$ cat config.mk
export PLATFORM = sky130hd
export DESIGN_NAME = drive_progress_stuck_monitor_unit
export DESIGN_NICKNAME = d
export VERILOG_FILES = /design/src/sv/dpsm_pkg.sv /design/src/sv/drive_progress_stuck_monitor_unit.sv
export SDC_FILE = /design/constraint.sdc
export NUM_CORES = 1
export LEC_CHECK = 0
export BUFFER_PORTS_ARGS = -buffer_cell sky130_fd_sc_hd__buf_2
export CELL_PAD_IN_SITES_DETAIL_PLACEMENT = 2
export CELL_PAD_IN_SITES_GLOBAL_PLACEMENT = 2
export CORE_AREA = 5 5 395 203
export DETAILED_ROUTE_END_ITERATION = 16
export DIE_AREA = 0 0 400 208
export GPL_TIMING_DRIVEN = 0
export PLACE_DENSITY = 0.92
export SETUP_SLACK_MARGIN = 0.5
export SLEW_MARGIN = 20
export SYNTH_ARGS = -nofsm -noshare
export SYNTH_HDL_FRONTEND = slang
export SYNTH_SLANG_ARGS = --single-unit
export TNS_END_PERCENT = 100
$ cat constraint.sdc
create_clock -name clk_i -period 33.1 [get_ports clk_i]
set_input_delay 3.31 -clock clk_i [delete_from_list [all_inputs] [get_ports clk_i]]
set_output_delay 3.31 -clock clk_i [all_outputs]
set_load 0.05 [all_outputs]
$ cat src/sv/dpsm_pkg.sv
// ----------------------------------------------------------------------------
// dpsm_pkg
// Types and constants for the drive progress stuck monitor.
// ----------------------------------------------------------------------------
package dpsm_pkg;

  typedef enum logic [1:0] {
    MODE_DRIVE_SAMPLE = 2'd0,
    MODE_TURN_START   = 2'd1,
    MODE_TURN_SAMPLE  = 2'd2,
    MODE_CLEAR_ALL    = 2'd3
  } mode_e;

  localparam int unsigned CfgIdxWidth  = 3;
  localparam int unsigned CfgDataWidth = 16;

  localparam logic [CfgIdxWidth-1:0] CFG_COMMAND_SPEED_MIN  = 3'd0;
  localparam logic [CfgIdxWidth-1:0] CFG_ENCODER_SPEED_MIN  = 3'd1;
  localparam logic [CfgIdxWidth-1:0] CFG_DRIVE_STUCK_TIME   = 3'd2;
  localparam logic [CfgIdxWidth-1:0] CFG_MISMATCH_SPEED_MIN = 3'd3;
  localparam logic [CfgIdxWidth-1:0] CFG_MISMATCH_RATIO_Q8  = 3'd4;
  localparam logic [CfgIdxWidth-1:0] CFG_MISMATCH_TIME      = 3'd5;
  localparam logic [CfgIdxWidth-1:0] CFG_TURN_STUCK_TIME    = 3'd6;
  localparam logic [CfgIdxWidth-1:0] CFG_TURN_YAW_MIN       = 3'd7;

  // Expected ratio of slow to fast target, Q1.8
  localparam logic [8:0] EXPECTED_RATIO_Q8 = 9'd192;

  // Heading wrap limits in centidegrees
  localparam logic signed [17:0] HalfTurn     = 18'sd18000;
  localparam logic signed [17:0] NegHalfTurn  = -18'sd18000;
  localparam logic signed [17:0] OneHalfTurn  = 18'sd54000;
  localparam logic signed [17:0] NegOneHalf   = -18'sd54000;
  localparam logic signed [17:0] FullTurn     = 18'sd36000;
  localparam logic signed [17:0] TwoTurns     = 18'sd72000;

  // Magnitude of a 16-bit signed speed; -32768 maps to 32768
  function automatic logic [15:0] mag16(input logic signed [15:0] v);
    logic [15:0] neg;
    neg = 16'(-v);
    return v[15] ? neg : 16'(v);
  endfunction

endpackage

$ cat src/sv/drive_progress_stuck_monitor_unit.sv
// ----------------------------------------------------------------------------
// drive_progress_stuck_monitor_unit
// Flags a stuck drive, mismatched wheels and a stalled turn from samples.
// ----------------------------------------------------------------------------
// The input register loads at the accepting edge; the flags and result then
// register from it once the output can advance.
// Throughput: one item per cycle when not stalled; the input register and the
// result register form a two-stage pipeline; tready follows output space.
// Reset clears all flags, armed bits and timestamps and loads the register
// defaults; the first item may be accepted in the cycle after reset.
module drive_progress_stuck_monitor_unit (
  input  logic                               clk_i,
  input  logic                               rst_ni,
  // slave side
  input  logic                               s_axis_tvalid,
  output logic                               s_axis_tready,
  // now_ms[31:0], left_target[47:32], right_target[63:48],
  // left_measured[79:64], right_measured[95:80], heading[111:96]
  input  logic [111:0]                       s_axis_tdata,
  // mode[1:0]
  input  logic [1:0]                         s_axis_tuser,
  // master side
  output logic                               m_axis_tvalid,
  input  logic                               m_axis_tready,
  // drive_stuck[0], mismatch_stuck[1], turn_stuck[2], zero fill[7:3]
  output logic [7:0]                         m_axis_tdata,
  // configuration
  input  logic                               cfg_we_i,
  input  logic [dpsm_pkg::CfgIdxWidth-1:0]   cfg_idx_i,
  input  logic [dpsm_pkg::CfgDataWidth-1:0]  cfg_data_i
);

  // Configuration registers
  logic [14:0] cmd_speed_min_q, enc_speed_min_q, mm_speed_min_q, turn_yaw_min_q;
  logic [15:0] drive_time_q, mm_time_q, turn_time_q;
  logic [8:0]  mm_ratio_q;

  // Input register
  logic                  in_valid_q;
  dpsm_pkg::mode_e       in_mode_q;
  logic [31:0]           in_now_q;
  logic signed [15:0]    in_lt_q, in_rt_q, in_lm_q, in_rm_q, in_heading_q;

  // Monitor state
  logic               drive_armed_q, drive_armed_d, drive_flag_q, drive_flag_d;
  logic [31:0]        drive_since_q, drive_since_d;
  logic               mm_armed_q, mm_armed_d, mm_flag_q, mm_flag_d;
  logic [31:0]        mm_since_q, mm_since_d;
  logic               turn_flag_q, turn_flag_d;
  logic [31:0]        turn_since_q, turn_since_d;
  logic signed [15:0] turn_head_q, turn_head_d;
  logic               out_valid_q;

  logic in_accept, advance;

  assign advance       = !out_valid_q || m_axis_tready;
  assign s_axis_tready = !in_valid_q || advance;
  assign in_accept     = s_axis_tvalid && s_axis_tready;

  assign m_axis_tvalid = out_valid_q;
  assign m_axis_tdata  = {5'b0, turn_flag_q, mm_flag_q, drive_flag_q};

  // ---------------------------------------------------------------- config
  always_ff @(posedge clk_i or negedge rst_ni) begin
    if (!rst_ni) begin
      cmd_speed_min_q <= 15'd200;
      enc_speed_min_q <= 15'd50;
      drive_time_q    <= 16'd1000;
      mm_speed_min_q  <= 15'd200;
      mm_ratio_q      <= 9'd77;
      mm_time_q       <= 16'd1000;
      turn_time_q     <= 16'd1500;
      turn_yaw_min_q  <= 15'd500;
    end else if (cfg_we_i) begin
      case (cfg_idx_i)
        dpsm_pkg::CFG_COMMAND_SPEED_MIN:  cmd_speed_min_q <= cfg_data_i[14:0];
        dpsm_pkg::CFG_ENCODER_SPEED_MIN:  enc_speed_min_q <= cfg_data_i[14:0];
        dpsm_pkg::CFG_DRIVE_STUCK_TIME:   drive_time_q    <= cfg_data_i;
        dpsm_pkg::CFG_MISMATCH_SPEED_MIN: mm_speed_min_q  <= cfg_data_i[14:0];
        dpsm_pkg::CFG_MISMATCH_RATIO_Q8:  mm_ratio_q      <= cfg_data_i[8:0];
        dpsm_pkg::CFG_MISMATCH_TIME:      mm_time_q       <= cfg_data_i;
        dpsm_pkg::CFG_TURN_STUCK_TIME:    turn_time_q     <= cfg_data_i;
        dpsm_pkg::CFG_TURN_YAW_MIN:       turn_yaw_min_q  <= cfg_data_i[14:0];
        default: ;
      endcase
    end
  end

  // ---------------------------------------------------------- input stage
  always_ff @(posedge clk_i or negedge rst_ni) begin
    if (!rst_ni) begin
      in_valid_q <= 1'b0;
    end else if (s_axis_tready) begin
      in_valid_q <= s_axis_tvalid;
    end
  end

  always_ff @(posedge clk_i) begin
    if (in_accept) begin
      in_mode_q    <= dpsm_pkg::mode_e'(s_axis_tuser);
      in_now_q     <= s_axis_tdata[31:0];
      in_lt_q      <= s_axis_tdata[47:32];
      in_rt_q      <= s_axis_tdata[63:48];
      in_lm_q      <= s_axis_tdata[79:64];
      in_rm_q      <= s_axis_tdata[95:80];
      in_heading_q <= s_axis_tdata[111:96];
    end
  end

  // ------------------------------------------------------- evaluation logic
  logic [15:0]        lt_mag, rt_mag, lm_mag, rm_mag;
  logic [15:0]        max_t, min_t, max_m, min_m;
  logic [16:0]        t_sum, m_sum;
  logic               drive_cond, comparable, mm_cond;
  logic [24:0]        exp_prod, mm_prod;
  logic [31:0]        drive_ref, mm_ref, drive_age, mm_age, turn_age;
  logic signed [17:0] hd_diff, hd_wrap, hd_abs;

  always_comb begin
    lt_mag = dpsm_pkg::mag16(in_lt_q);
    rt_mag = dpsm_pkg::mag16(in_rt_q);
    lm_mag = dpsm_pkg::mag16(in_lm_q);
    rm_mag = dpsm_pkg::mag16(in_rm_q);
    max_t  = (lt_mag > rt_mag) ? lt_mag : rt_mag;
    min_t  = (lt_mag > rt_mag) ? rt_mag : lt_mag;
    max_m  = (lm_mag > rm_mag) ? lm_mag : rm_mag;
    min_m  = (lm_mag > rm_mag) ? rm_mag : lm_mag;

    // compare sums against doubled thresholds instead of averaging
    t_sum = {1'b0, lt_mag} + {1'b0, rt_mag};
    m_sum = {1'b0, lm_mag} + {1'b0, rm_mag};
    drive_cond = (t_sum > {1'b0, cmd_speed_min_q, 1'b0}) &&
                 (m_sum < {1'b0, enc_speed_min_q, 1'b0});

    exp_prod   = 25'(max_t) * 25'(dpsm_pkg::EXPECTED_RATIO_Q8);
    mm_prod    = 25'(max_m) * 25'(mm_ratio_q);
    comparable = (max_t > {1'b0, mm_speed_min_q}) &&
                 ({1'b0, min_t, 8'b0} >= exp_prod);
    mm_cond    = comparable && (max_m > {1'b0, mm_speed_min_q}) &&
                 ({1'b0, min_m, 8'b0} < mm_prod);

    // a fresh arm starts the timer at the current sample
    drive_ref = drive_armed_q ? drive_since_q : in_now_q;
    mm_ref    = mm_armed_q ? mm_since_q : in_now_q;
    drive_age = in_now_q - drive_ref;
    mm_age    = in_now_q - mm_ref;
    turn_age  = in_now_q - turn_since_q;

    // wrap heading change into (-180, 180] degrees
    hd_diff = 18'(in_heading_q) - 18'(turn_head_q);
    if (hd_diff > dpsm_pkg::OneHalfTurn) begin
      hd_wrap = hd_diff - dpsm_pkg::TwoTurns;
    end else if (hd_diff > dpsm_pkg::HalfTurn) begin
      hd_wrap = hd_diff - dpsm_pkg::FullTurn;
    end else if (hd_diff <= dpsm_pkg::NegOneHalf) begin
      hd_wrap = hd_diff + dpsm_pkg::TwoTurns;
    end else if (hd_diff <= dpsm_pkg::NegHalfTurn) begin
      hd_wrap = hd_diff + dpsm_pkg::FullTurn;
    end else begin
      hd_wrap = hd_diff;
    end
    hd_abs = hd_wrap[17] ? -hd_wrap : hd_wrap;
  end

  always_comb begin
    drive_armed_d = drive_armed_q;
    drive_flag_d  = drive_flag_q;
    drive_since_d = drive_since_q;
    mm_armed_d    = mm_armed_q;
    mm_flag_d     = mm_flag_q;
    mm_since_d    = mm_since_q;
    turn_flag_d   = turn_flag_q;
    turn_since_d  = turn_since_q;
    turn_head_d   = turn_head_q;

    case (in_mode_q)
      dpsm_pkg::MODE_DRIVE_SAMPLE: begin
        if (drive_cond) begin
          drive_armed_d = 1'b1;
          drive_since_d = drive_ref;
          if (drive_age > {16'b0, drive_time_q}) drive_flag_d = 1'b1;
        end else begin
          drive_armed_d = 1'b0;
          drive_flag_d  = 1'b0;
        end
        if (mm_cond) begin
          mm_armed_d = 1'b1;
          mm_since_d = mm_ref;
          if (mm_age > {16'b0, mm_time_q}) mm_flag_d = 1'b1;
        end else begin
          mm_armed_d = 1'b0;
          mm_flag_d  = 1'b0;
        end
      end
      dpsm_pkg::MODE_TURN_START: begin
        turn_since_d = in_now_q;
        turn_head_d  = in_heading_q;
        turn_flag_d  = 1'b0;
      end
      dpsm_pkg::MODE_TURN_SAMPLE: begin
        if (turn_age >= {16'b0, turn_time_q}) begin
          if (hd_abs[14:0] < turn_yaw_min_q) begin
            turn_flag_d = 1'b1;
          end else begin
            // progress made: re-arm from here
            turn_flag_d  = 1'b0;
            turn_since_d = in_now_q;
            turn_head_d  = in_heading_q;
          end
        end
      end
      dpsm_pkg::MODE_CLEAR_ALL: begin
        drive_armed_d = 1'b0;
        drive_flag_d  = 1'b0;
        mm_armed_d    = 1'b0;
        mm_flag_d     = 1'b0;
        turn_flag_d   = 1'b0;
        turn_since_d  = in_now_q;
        turn_head_d   = in_heading_q;
      end
      default: ;
    endcase
  end

  // ----------------------------------------------- state and result register
  always_ff @(posedge clk_i or negedge rst_ni) begin
    if (!rst_ni) begin
      out_valid_q   <= 1'b0;
      drive_armed_q <= 1'b0;
      drive_flag_q  <= 1'b0;
      drive_since_q <= '0;
      mm_armed_q    <= 1'b0;
      mm_flag_q     <= 1'b0;
      mm_since_q    <= '0;
      turn_flag_q   <= 1'b0;
      turn_since_q  <= '0;
      turn_head_q   <= '0;
    end else if (advance) begin
      out_valid_q <= in_valid_q;
      // commit state only with a transaction, so the flags hold as the result
      if (in_valid_q) begin
        drive_armed_q <= drive_armed_d;
        drive_flag_q  <= drive_flag_d;
        drive_since_q <= drive_since_d;
        mm_armed_q    <= mm_armed_d;
        mm_flag_q     <= mm_flag_d;
        mm_since_q    <= mm_since_d;
        turn_flag_q   <= turn_flag_d;
        turn_since_q  <= turn_since_d;
        turn_head_q   <= turn_head_d;
      end
    end
  end

  // ------------------------------------------------------------ assertions
  a_drive_flag_armed: assert property (@(posedge clk_i) disable iff (!rst_ni)
    drive_flag_q |-> drive_armed_q)
    else $error("drive flag set while drive timer disarmed");

  a_mm_flag_armed: assert property (@(posedge clk_i) disable iff (!rst_ni)
    mm_flag_q |-> mm_armed_q)
    else $error("mismatch flag set while mismatch timer disarmed");

  a_clear_all: assert property (@(posedge clk_i) disable iff (!rst_ni)
    (advance && in_valid_q && in_mode_q == dpsm_pkg::MODE_CLEAR_ALL) |=>
      (!drive_flag_q && !mm_flag_q && !turn_flag_q && !drive_armed_q && !mm_armed_q))
    else $error("clear-all left a flag or armed bit set");

  a_turn_start: assert property (@(posedge clk_i) disable iff (!rst_ni)
    (advance && in_valid_q && in_mode_q == dpsm_pkg::MODE_TURN_START) |=>
      (!turn_flag_q && turn_since_q == $past(in_now_q)))
    else $error("turn start did not re-arm the turn check");

  a_hold_on_stall: assert property (@(posedge clk_i) disable iff (!rst_ni)
    !advance |=> ($stable(drive_flag_q) && $stable(mm_flag_q) && $stable(turn_flag_q)))
    else $error("flags changed while the result was stalled");

endmodule
==> flow_metrics.env <==
export IMPL_crit_required_ps=33560
export IMPL_grt_max_degree=77
export IMPL_cts_hold_buffers=0
export IMPL_grt_setup_unrepaired="no"
export IMPL_htree_levels=2
export IMPL_fin_crit_sh_pct=48.3
export IMPL_crit_start="in_lm_q[0]$_DFFE_PP_"
export IMPL_cts_resized=0
export IMPL_critPathSlowestCell="mux2i_1"
export IMPL_nets=4494
export IMPL_gp_congestion=0.926
export IMPL_synth_edf_count=114
export IMPL_grt_use_total_pct=34.5
export IMPL_syn_area_per_cell_um2=9.07
export IMPL_cpPeakStageDelay_ps=990
export IMPL_first_pass_iters=7
export IMPL_cts_tree="done"
export IMPL_syn_instance_count=3656
export IMPL_drc=0
export IMPL_setup_viol=0
export IMPL_die_w_um=400
export IMPL_grt_pass1_vias=35000
export IMPL_clock_tree_root_cell="clkbuf_16"
export IMPL_drive_above_1_share_pct=11.2
export IMPL_slew_violations=0
export IMPL_max_freq_ghz=0.0625
export IMPL_wl_um=150000
export IMPL_die_h_um=208
export IMPL_status="completed"
export IMPL_fin_setup_tns_ps=0
export IMPL_hp_class="reg2reg"
export IMPL_rr_endpoint="mm_since_q[10]$_DFFE_PN0P_"
export IMPL_critPathArrivalTime_ps=16460
export IMPL_ys_warn_count=0
export IMPL_coreArea_mm2=0.0763
export IMPL_skew_ps=46.4
export IMPL_fin_crit_ps=16000
export IMPL_areaGrowthSynthToFinish_pct=10.8
export IMPL_hold_path_endpoint="drive_since_q[26]$_DFFE_PN0P_"
export IMPL_clock_sinks=350
export IMPL_synth_seq_area_share_pct=28.3
export IMPL_io_pins=148
export IMPL_critPathKind="reg2reg"
export IMPL_finalHoldViolations=0
export IMPL_antenna_found_initial=8
export IMPL_async_reset_ff_share_pct=67.4
export IMPL_clk_pin_slew_worst_paths_ps=80
export IMPL_synth_seq_cells=350
export IMPL_grt_pass1_wl_um=222000
export IMPL_startpoint_type="flip-flop"
export IMPL_viasPerCell=6.38
export IMPL_clockBufferDepth=3
export IMPL_reg2reg_depth=51
export IMPL_wl_per_cell_um=30.4
export IMPL_dieArea_mm2=0.0832
export IMPL_cts_buffers=40
export IMPL_hp_start="drive_since_q[26]$_DFFE_PN0P_"
export IMPL_io_buffers=138
export IMPL_r2r_slack_ps=17100
export IMPL_drv_cap=0
export IMPL_grt_overflow=0
export IMPL_initial_utilization_pct=43.5
export IMPL_drt_initial_drc_count=2802
export IMPL_cp_max_fo=10
export IMPL_cp_end_kind="flip-flop"
export IMPL_r2r_start="in_lm_q[0]$_DFFE_PP_"
export IMPL_cp_common_cell="a21oi_1"
export IMPL_post_cts_setup_buffers=0
export IMPL_synth_distinct_cells=96
export IMPL_clk_latency_ps=630
export IMPL_slew_headroom_pct=19.9
export IMPL_worst_pin_slew_ps=1170
export IMPL_holdPathStages=2
export IMPL_final_antenna_net_count=0
export IMPL_netlist_area_mm2=0.0332
export IMPL_num_vias=31400
export IMPL_ys_flop_type="dfrtp_1"
export IMPL_place_hpwl_um=107000
export IMPL_rows=72
-- Yosys cell counts, types with 50 or more instances --
library cell / count / share of area (%)
fa_1: 106 / 6.4
xor2_1: 88 / 2.3
mux2_2: 126 / 4.3
nor2_1: 225 / 2.5
edfxtp_1: 114 / 10
mux2i_1: 107 / 3.2
dfrtp_1: 198 / 15
nand2_1: 273 / 3.1
o21ai_0: 218 / 3.3
inv_1: 444 / 5.0
clkbuf_1: 79 / 0.89
ha_1: 405 / 15
nand3_1: 51 / 0.77
a21oi_1: 235 / 3.5
xnor2_1: 102 / 2.7
nand2b_1: 50 / 0.94
and2_1: 91 / 1.7
a21o_1: 93 / 2.1
-- critical path, delay by kind of cell (launching register included) --
| family | cells | cell delay [ps] |
|---|---|---|
| muxes | 1 | 990 |
| xor gates and xnor gates | 2 | 560 |
| AOI/OAI and AO/OA | 21 | 5560 |
| adders and majority gates | 8 | 3160 |
| and+or+nand+nor | 9 | 2190 |
| DFF | 1 | 510 |
| buffers and inverters | 10 | 2830 |
-- layout by cell type (no fill, tap or decap), types with 37 or more instances in the layout --
cell	n
a21o_1	93
a21oi_1	234
and2_1	90
buf_2	146
clkbuf_1	91
clkbuf_16	41
dfrtp_1	198
dfstp_2	38
edfxtp_1	114
fa_1	106
ha_1	405
inv_1	444
mux2_2	126
mux2i_1	97
nand2_1	273
nand2b_1	50
nand3_1	51
nand4_1	37
nor2_1	225
nor2b_1	49
nor3_1	44
o21a_1	46
o21ai_0	218
xnor2_1	101
xor2_1	88
-- state kept, by name, summed over array words and instances, names as in the netlist, 16 cells and up --
name,flops
in_heading_q,16
mm_time_q,16
mm_since_q,32
in_lt_q,16
turn_time_q,16
in_rt_q,16
turn_head_q,16
drive_since_q,32
in_now_q,32
turn_since_q,32
in_rm_q,16
drive_time_q,16
in_lm_q,16
-- cell type report --
type | instances | area [um2]
Tap cell | 1036 | 1300
Antenna cell | 7 | 17.5
Clock inverter | 19 | 240
Clock buffer | 55 | 1100
Buffer | 105 | 450
Multi-Input combinational cell | 2760 | 21800
Sequential cell | 350 | 9380
Fill cell | 8146 | 39600
Inverter | 445 | 1670
Timing Repair Buffer | 143 | 831
-- per-stage QoR --
stage,utilization (%),std cells,cell area [um2],hold WS [ps],setup WS (ps)
6_report,48.1,4920,36700,484,17100
5_1_grt,48.1,4917,36700,521,16780
4_1_cts,48.0,4913,36700,492,17470
3_5_place_dp,46.3,4839,35300,477,17890
3_3_place_gp,46.1,4834,35200,463,18730
2_1_floorplan,-,3660,33200,450,21740
-- metal layers --
| layer | GRT usage [%] | share of wire (%) |
|---|---|---|
| met1 | 44.6 | 42 |
| met3 | 6.92 | 7.3 |
| met2 | 56.5 | 46 |
| met5 | 0 | 0.019 |
| met4 | 14.9 | 4.9 |
-- how the worst max path moves through the flow --
stage	end	slack, ps	depth (start not counted)
after floorplan	mm_since_q[1]$_DFFE_PN0P_	21740	52
after global placement	mm_since_q[21]$_DFFE_PN0P_	18730	49
after detailed placement	mm_since_q[10]$_DFFE_PN0P_	17890	47
after CTS	mm_since_q[22]$_DFFE_PN0P_	17470	48
after global routing	mm_since_q[20]$_DFFE_PN0P_	16780	51
final	mm_since_q[10]$_DFFE_PN0P_	17100	51
-- cells by family (layout without fill, tap and decap cells) --
kind of cell    Yosys count  count (layout)  synth area share [%]
other cells               1              12                0.0113
compound gates          874             874                  17.0
flops                   350             350                  28.3
fa+ha+maj               511             511                  21.7
mux                     234             234                  7.54
xor+xnor                190             190                  5.02
buf+inv                 550             767                  6.40
simple gates            946             946                  14.1
Power is left out: the tool's default activity adds up to more than one toggle a clock period on the data nets, which glitch-free logic cannot reach.
